File: config.mk
export PLATFORM = sky130hd
export DESIGN_NAME = bwts_axis
export DESIGN_NICKNAME = d
export VERILOG_FILES = /design/src/hw/rtl/bilinear_wrap_texture_sampler_unit_defines.svh /design/src/hw/rtl/bwts_pkg.sv /design/src/hw/rtl/bwts_axis.sv
export SDC_FILE = /design/constraint.sdc
export NUM_CORES = 1
export LEC_CHECK = 0
export ABC_AREA = 1
export BUFFER_PORTS_ARGS = -buffer_cell sky130_fd_sc_hd__buf_2
export CAP_MARGIN = 10
export CELL_PAD_IN_SITES_DETAIL_PLACEMENT = 0
export CELL_PAD_IN_SITES_GLOBAL_PLACEMENT = 2
export CORE_UTILIZATION = 39
export DETAILED_ROUTE_END_ITERATION = 10
export PLACE_DENSITY = 0.9
export SLEW_MARGIN = 20
export SYNTH_ARGS = -nofsm -noshare
export SYNTH_HDL_FRONTEND = slang
export SYNTH_SLANG_ARGS = --single-unit
File: constraint.sdc
create_clock -name vclk -period 18.64
set_clock_uncertainty 0.1 [all_clocks]
set_input_delay 1.864 -clock vclk [all_inputs]
set_output_delay 1.864 -clock vclk [all_outputs]
set_load 0.005 [all_outputs]
File: src/hw/rtl/bilinear_wrap_texture_sampler_unit_defines.svh
// Assertion macros for the texture sampler.
// BWTS_ASSERT checks a property with reset disabling it.
// BWTS_ASSERT_ALWAYS checks a property at every edge, also during reset.
`ifndef BILINEAR_WRAP_TEXTURE_SAMPLER_UNIT_DEFINES_SVH
`define BILINEAR_WRAP_TEXTURE_SAMPLER_UNIT_DEFINES_SVH
`ifndef ASSERT_OFF
`define BWTS_ASSERT(lbl, prop, msg) \
	lbl: assert property (@(posedge clk) disable iff (!arst_n) prop) else $error(msg);
`define BWTS_ASSERT_ALWAYS(lbl, prop, msg) \
	lbl: assert property (@(posedge clk) prop) else $error(msg);
`else
`define BWTS_ASSERT(lbl, prop, msg)
`define BWTS_ASSERT_ALWAYS(lbl, prop, msg)
`endif
`endif

File: src/hw/rtl/bwts_pkg.sv
package bwts_pkg;

	localparam int CH_W     = 16;
	localparam int TEXEL_W  = 3 * CH_W;
	localparam int IDX_W    = 8;
	localparam int SIZE_W   = 9;
	localparam int ADDR_W   = 2 * IDX_W;
	localparam int DEPTH    = 1 << ADDR_W;
	localparam int FRAC_W   = 16;
	localparam int WGT_W    = FRAC_W + 1;
	localparam int HSUM_W   = CH_W + WGT_W;
	localparam int ACC_W    = HSUM_W + WGT_W;
	localparam int COORD_W  = 32;
	localparam int CFG_IDX_W = 2;
	localparam logic [SIZE_W-1:0] MAX_SIZE = 9'd256;

	// Register indexes of the configuration port.
	typedef enum logic [CFG_IDX_W-1:0] {
		REG_TEX_WIDTH  = 2'd0,
		REG_TEX_HEIGHT = 2'd1,
		REG_U_SHIFT    = 2'd2,
		REG_V_SHIFT    = 2'd3
	} cfg_reg_t;

	// Request kinds carried in tuser.
	localparam logic REQ_WRITE  = 1'b0;
	localparam logic REQ_SAMPLE = 1'b1;

	// Load enables of the blend stages.
	typedef struct packed {
		logic en4;
		logic en5;
	} bwts_ctl_t;

endpackage

File: src/hw/rtl/bwts_axis.sv
module bwts_axis import bwts_pkg::*; (
	input  logic [FRAC_W-1:0] tf,
	input  logic [SIZE_W-1:0] size,
	output logic [IDX_W-1:0]  i0,
	output logic [IDX_W-1:0]  i1,
	output logic [FRAC_W-1:0] frac
);

	localparam int P_W = FRAC_W + SIZE_W + 1;

	logic [P_W-1:0]    pos;
	logic [SIZE_W-1:0] nxt;

	// Only the fractional part of the coordinate moves the wrapped index, since the
	// integer part times the size is a whole number of tiles. The texel position
	// within the tile then lies between minus one and size minus one.
	assign pos  = P_W'(tf * size) - P_W'(32'h8000);
	assign frac = pos[FRAC_W-1:0];

	always_comb begin
		if (pos[P_W-1]) begin
			i0 = IDX_W'(size - SIZE_W'(1));
		end else begin
			i0 = pos[FRAC_W +: IDX_W];
		end
		nxt = {1'b0, i0} + SIZE_W'(1);
		i1  = (nxt == size) ? '0 : nxt[IDX_W-1:0];
	end

endmodule

==> results of run 1 <==
## metal layers
metal  vias up  part of all wire
li1       2582                 -
met1      2382              0.45
met2        81              0.51
met3         8             0.023
met4         0             0.012
met5         -                 0
## kinds of logic after synthesis
group,synth area share
adders and majority gates,0.476
buffers and inverters,0.163
xor gates and xnor gates,0.0245
AOI/OAI and AO/OA,0.0200
and+or+nand+nor,0.316
## worst paths after layout
kind	from	endpoint	slack, ps	depth (start not counted)
worst min-delay path	tf[0]	frac[0]	3990	4
worst max-delay path	size[4]	i1[2]	8580	30
## cells in the mapped netlist, drive strengths merged
cell | n | area [um2]
a21oi | 14 | 77.6
ha | 74 | 926
xor2 | 13 | 114
fa | 98 | 1960
nor3 | 8 | 40.0
xnor2 | 4 | 35.0
buf | 14 | 80.1
nand3 | 48 | 323
o21ai | 5 | 28.8
inv | 221 | 830
clkbuf | 22 | 82.6
nand3b | 7 | 56.3
nand2 | 296 | 1210
o21bai | 2 | 15.0
nor2 | 38 | 234
nand4 | 8 | 56.3
## layout make-up
class,instances,area [um2]
Multi-Input combinational cell,615,5080
Fill cell,1637,8770
Timing Repair Buffer,57,285
Inverter,221,830
Tap cell,188,235
## per-stage QoR
| stage | cell area, um2 | std cells |
|---|---|---|
| final | 6430 | 1081 |
| after global routing | 6430 | 1081 |
| after CTS | 6430 | 1081 |
| after detailed placement | 6430 | 1081 |
| after global placement | 6430 | 1081 |
| after floorplan | 6070 | 872 |
==> summary.md, run 1 <==
| Metric | Value |
|---|---|
| Total GRT Usage | `0.191` |
| GRT overflow | `0` |
| Bufs and invs on worst path | `6` |
| Synthesized area | `6070 um2` |
| Met1 Use GR | `0.259` |
| Worst slew pin tran | `520 ps` |
| Syn Nets | `1069` |
| Post-CTS sizing | `0` |
| Critical Path AT | `8100 ps` |
| Relative slew slack | `0.654` |
| CP endpoint kind | `output port` |
| Ratio of cells with drive above 1 in the final layout | `0.128` |
| Slew Limit Fails | `0` |
| Maximum fanout along the worst path | `20` |
| Final hold violation count | `0` |
| Slowest-stage cell, CP | `fa_1` |
| Setup bufs post-CTS | `0` |
| Slowest stage delay, CP | `550 ps` |
| Die Y | `127 um` |
| GPL Wtd Cong | `0.866` |
| Register area | `0 um2` |
| Setup-failing EPs final | `0` |
| Port bufs | `57` |
| Status | `complete, no violations` |
| Grt met2 use | `0.353` |
| Cell row count | `45` |
| Place WS | `8550 ps` |
| Seq cells | `0` |
| Core area | `15200 um2` |
| IO Pins | `57` |
| Final setup margin | `8580 ps` |
| Crit Path Category | `input port to output port` |
| Most frequent cells in the layout | `nand2_1, inv_1, fa_1, ha_1, buf_2` |
| Library cells used by synthesis | `34` |
| Final net count | `1092` |
| Initial antenna violation count | `0` |
| Synth Warn # | `0` |
| Die W | `127 um` |
| Fin Setup TNS | `0 ps` |
| Total die area | `16100 um2` |
| HP Class | `input port to output port` |
| Clkbuf count | `0` |
| Gr busiest metal | `met2` |
| Worst Path Required | `16680 ps` |
| Layout Utilization | `0.423` |
| Nature of the critical path startpoint | `input port` |
| Layout area overhead | `5.89%` |
| Syn avg cell area | `6.96 um2` |
| Min Tclk post-route | `10060 ps` |
| Max-cap check violation count | `0` |
| Critical path's most frequent cell | `fa_1` |
| Post-synthesis sequential area ratio | `0` |
| Largest delay contributor family on the critical path | `adder cells` |
| Vias in the first global route | `4905` |
| First-pass GRT wire length | `24500 um` |
| FMAX | `99.4 MHz` |
| Initial DRT Pass Iterations | `4` |
| Largest net degree at the start of global routing | `22` |
| Unrepaired setup endpoints after global routing | `false` |
| # hold bufs at CTS | `0` |
| WHS | `3990 ps` |
| Met3 Track Usage GR | `0.00253` |
| Commonest non-fill, non-tap cell in the layout | `nand2_1` |
| DP HPWL | `12800 um` |
| Gate Count Post-Synth | `872` |
| Post-route ant nets | `0` |
| Final period util | `0.540` |
| Diodes inserted | `0` |
| DR DRC count | `0` |
| Initial DRC Count | `170` |
| Detailed Route WL | `14900 um` |
| Mean routed wirelength per cell | `13.8 um` |
| Via count | `5053` |
| Detail-routed via count per cell | `4.67` |
| Initial core utilization | `0.399` |
Power of run 1 is not shown: default switching activity piles up to over one toggle a cycle in this logic, so the estimate is an artifact.
==> run 2, diff against run 1 <==
--- a/config.mk
+++ b/config.mk
@@ -5,14 +5,14 @@
 export SDC_FILE = /design/constraint.sdc
 export NUM_CORES = 1
 export LEC_CHECK = 0
-export ABC_AREA = 1
+export ABC_AREA = 0
 export BUFFER_PORTS_ARGS = -buffer_cell sky130_fd_sc_hd__buf_2
 export CAP_MARGIN = 10
 export CELL_PAD_IN_SITES_DETAIL_PLACEMENT = 0
 export CELL_PAD_IN_SITES_GLOBAL_PLACEMENT = 2
 export CORE_UTILIZATION = 39
 export DETAILED_ROUTE_END_ITERATION = 10
-export PLACE_DENSITY = 0.9
+export PLACE_DENSITY = 0.84
 export SLEW_MARGIN = 20
 export SYNTH_ARGS = -nofsm -noshare
 export SYNTH_HDL_FRONTEND = slang
==> constraint.sdc (replaced) <==
create_clock -name vclk -period 10.35
set_clock_uncertainty 0.1 [all_clocks]
set_input_delay 1.035 -clock vclk [all_inputs]
set_output_delay 1.035 -clock vclk [all_outputs]
set_load 0.005 [all_outputs]
==> run 2 against run 1 <==
- wire length is 7.5% lower
- synthesized cell count is 24% lower
- setup slack worse by 7500 ps
- count of clock-buffer cells in the layout stayed put
- critical path depth is 7 lower
- global-route usage is 0.33 points higher
==> summary.md, run 2 <==
| Metric | Value |
|---|---|
| Synthesized area | `5630 um2 (was 6070 um2)` |
| GPL Wtd Cong | `0.866 (about the same)` |
| Total die area | `14900 um2 (was 16100 um2)` |
| Synth Warn # | `0 (unchanged)` |
| Most frequent cells in the layout | `inv_1, nand2_1, fa_1, ha_1, and2_1 (was nand2_1, inv_1, fa_1, ha_1, buf_2)` |
| CP endpoint kind | `output port (unchanged)` |
| Cell row count | `43 (was 45)` |
| Multi-input gate area in the final layout | `5010 um2 (was 5080 um2)` |
| Critical path depth in cells | `23 (was 30)` |
| Initial DRT Pass Iterations | `4 (unchanged)` |
| Min Tclk post-route | `9300 ps` |
| Critical path's most frequent cell | `fa_1 (unchanged)` |
| Worst slew pin tran | `593 ps (was 520 ps)` |
| Commonest non-fill, non-tap cell in the layout | `inv_1 (was nand2_1)` |
| First-pass GRT wire length | `22800 um (was 24500 um)` |
| Cell chain of the critical path | `buf_2 > nand2_1 > fa_1 > fa_1 > fa_1 > fa_1 > inv_1 > fa_1 > ha_1 > nand4_1 > nor2_1 > a21boi_0 > nor2_1 > o221a_2 > o21ai_0 > ha_1 > xor2_1 > xnor2_1 > nand3b_1 > mux2_2 > a211oi_2 > a31oi_1 > buf_2` |
| Slowest stage delay, CP | `580 ps (was 550 ps)` |
| GRT overflow | `0 (unchanged)` |
| Layout area overhead | `5.57% (was 5.89%)` |
| Setup-failing EPs final | `0 (unchanged)` |
| Total GRT Usage | `0.194 (was 0.191)` |
| Synth top area share | `0.348 (was 0.323)` |
| Unrepaired setup endpoints after global routing | `false (unchanged)` |
| Worst Path Required | `9220 ps (was 16680 ps)` |
| Initial DRC Count | `167 (was 170)` |
| Critical Path AT | `8170 ps (was 8100 ps)` |
| Port bufs | `57 (unchanged)` |
| Commonest cells in the netlist | `inv_1, nand2_1, fa_1 (was nand2_1, inv_1, fa_1)` |
| Final net count | `885 (was 1092)` |
| Max-cap check violation count | `0 (unchanged)` |
| Gate Count Post-Synth | `664 (was 872)` |
| Final period util | `0.899` |
| Count leader, synth | `inv_1 (was nand2_1)` |
| Initial core utilization | `0.403 (was 0.399)` |
| Post-route ant nets | `0 (unchanged)` |
| Syn Nets | `861 (was 1069)` |
| Register area | `0 um2 (unchanged)` |
| IO Pins | `57 (unchanged)` |
| Maximum fanout along the worst path | `22 (was 20)` |
| CP startpoint | `size[5] (was size[4])` |
| DR DRC count | `0 (unchanged)` |
| Library cells used by synthesis | `67 (was 34)` |
| Diodes inserted | `0 (unchanged)` |
| Area contributors post-synth | `fa_1, ha_1, inv_1 (was fa_1, nand2_1, ha_1)` |
| Core area | `14000 um2 (was 15200 um2)` |
| Largest net degree at the start of global routing | `27 (was 22)` |
| Nature of the critical path startpoint | `input port (unchanged)` |
| Post-CTS sizing | `0 (unchanged)` |
| Bufs and invs on worst path | `3 (was 6)` |
| Initial antenna violation count | `0 (unchanged)` |
| HP Class | `input port to output port (unchanged)` |
| Crit path to | `i1[4] (was i1[2])` |
| Ratio of cells with drive above 1 in the final layout | `0.120 (was 0.128)` |
| Status | `complete, no violations (unchanged)` |
| Crit Path Category | `input port to output port (unchanged)` |
| Final hold violation count | `0 (unchanged)` |
| Via count | `4467 (was 5053)` |
| FMAX | `107 MHz` |
| Largest delay contributor family on the critical path | `adder cells (unchanged)` |
| Seq cells | `0 (unchanged)` |
| Clkbuf count | `0 (unchanged)` |
| Mean routed wirelength per cell | `15.9 um (was 13.8 um)` |
| Most area-hungry cell type in the Yosys netlist | `fa_1 (unchanged)` |
| Fillers | `1438 (was 1637)` |
| Detail-routed via count per cell | `5.16 (was 4.67)` |
| Die W | `122 um (was 127 um)` |
| Die Y | `122 um (was 127 um)` |
| Relative slew slack | `0.601 (was 0.654)` |
| Post-synthesis sequential area ratio | `0 (unchanged)` |
| Setup bufs post-CTS | `0 (unchanged)` |
| Syn avg cell area | `8.49 um2 (was 6.96 um2)` |
| Detailed Route WL | `13800 um (was 14900 um)` |
| Slowest-stage cell, CP | `fa_1 (unchanged)` |
| Slew Limit Fails | `0 (unchanged)` |
| Fin Setup TNS | `0 ps (unchanged)` |
| DP HPWL | `11300 um (was 12800 um)` |
| # hold bufs at CTS | `0 (unchanged)` |
| Vias in the first global route | `4484 (was 4905)` |
==> run 2: cell type report <==
| cell class | count | share of cell area |
|---|---|---|
| tap | 180 | 0.0379 |
| inverter | 115 | 0.0726 |
| timing repair buffer | 57 | 0.0480 |
| multi-input combinational | 514 | 0.842 |
==> run 2: how the worst min path moves through the flow <==
| stage | cells past startpoint | end | from |
|---|---|---|---|
| final | 3 | frac[0] | tf[0] |
| after global routing | 3 | frac[0] | tf[0] |
| after CTS | 3 | frac[0] | tf[0] |
| after detailed placement | 3 | frac[0] | tf[0] |
| after global placement | 3 | frac[0] | tf[0] |
| after floorplan | 1 | frac[0] | tf[0] |
==> run 2: routing by layer <==
layer  vias to the layer above  share of wire  track usage
met3                         2          0.023      0.00234
li1                       2128              -            -
met1                      2274           0.47        0.266
met5                         -              0            0
met4                         0         0.0025       0.0160
met2                        63           0.51        0.355
==> run 2: through the flow <==
stage | cell area (um2) | hold WS, ps | util | setup slack (ps) | instances
after floorplan | 5630 | 2080 | - | 1330 | 664
after global placement | 5950 | 2400 | 0.425 | 1270 | 866
after detailed placement | 5950 | 2400 | 0.425 | 1080 | 866
after CTS | 5950 | 2400 | 0.425 | 1080 | 866
after global routing | 5950 | 2420 | 0.425 | 622 | 866
final | 5950 | 2400 | 0.425 | 1050 | 866
==> run 2: cells by family (layout without fill, tap and decap cells) <==
kind of cell / Yosys count / count (layout) / share of synthesized area
AOI/OAI and AO/OA: 76 / 76 / 0.101
xor gates and xnor gates: 41 / 41 / 0.0693
adders and majority gates: 172 / 172 / 0.513
buffers and inverters: 150 / 172 / 0.111
muxes: 9 / 9 / 0.0173
and+or+nand+nor: 216 / 216 / 0.188
Power of run 2 is left out for the same reason.
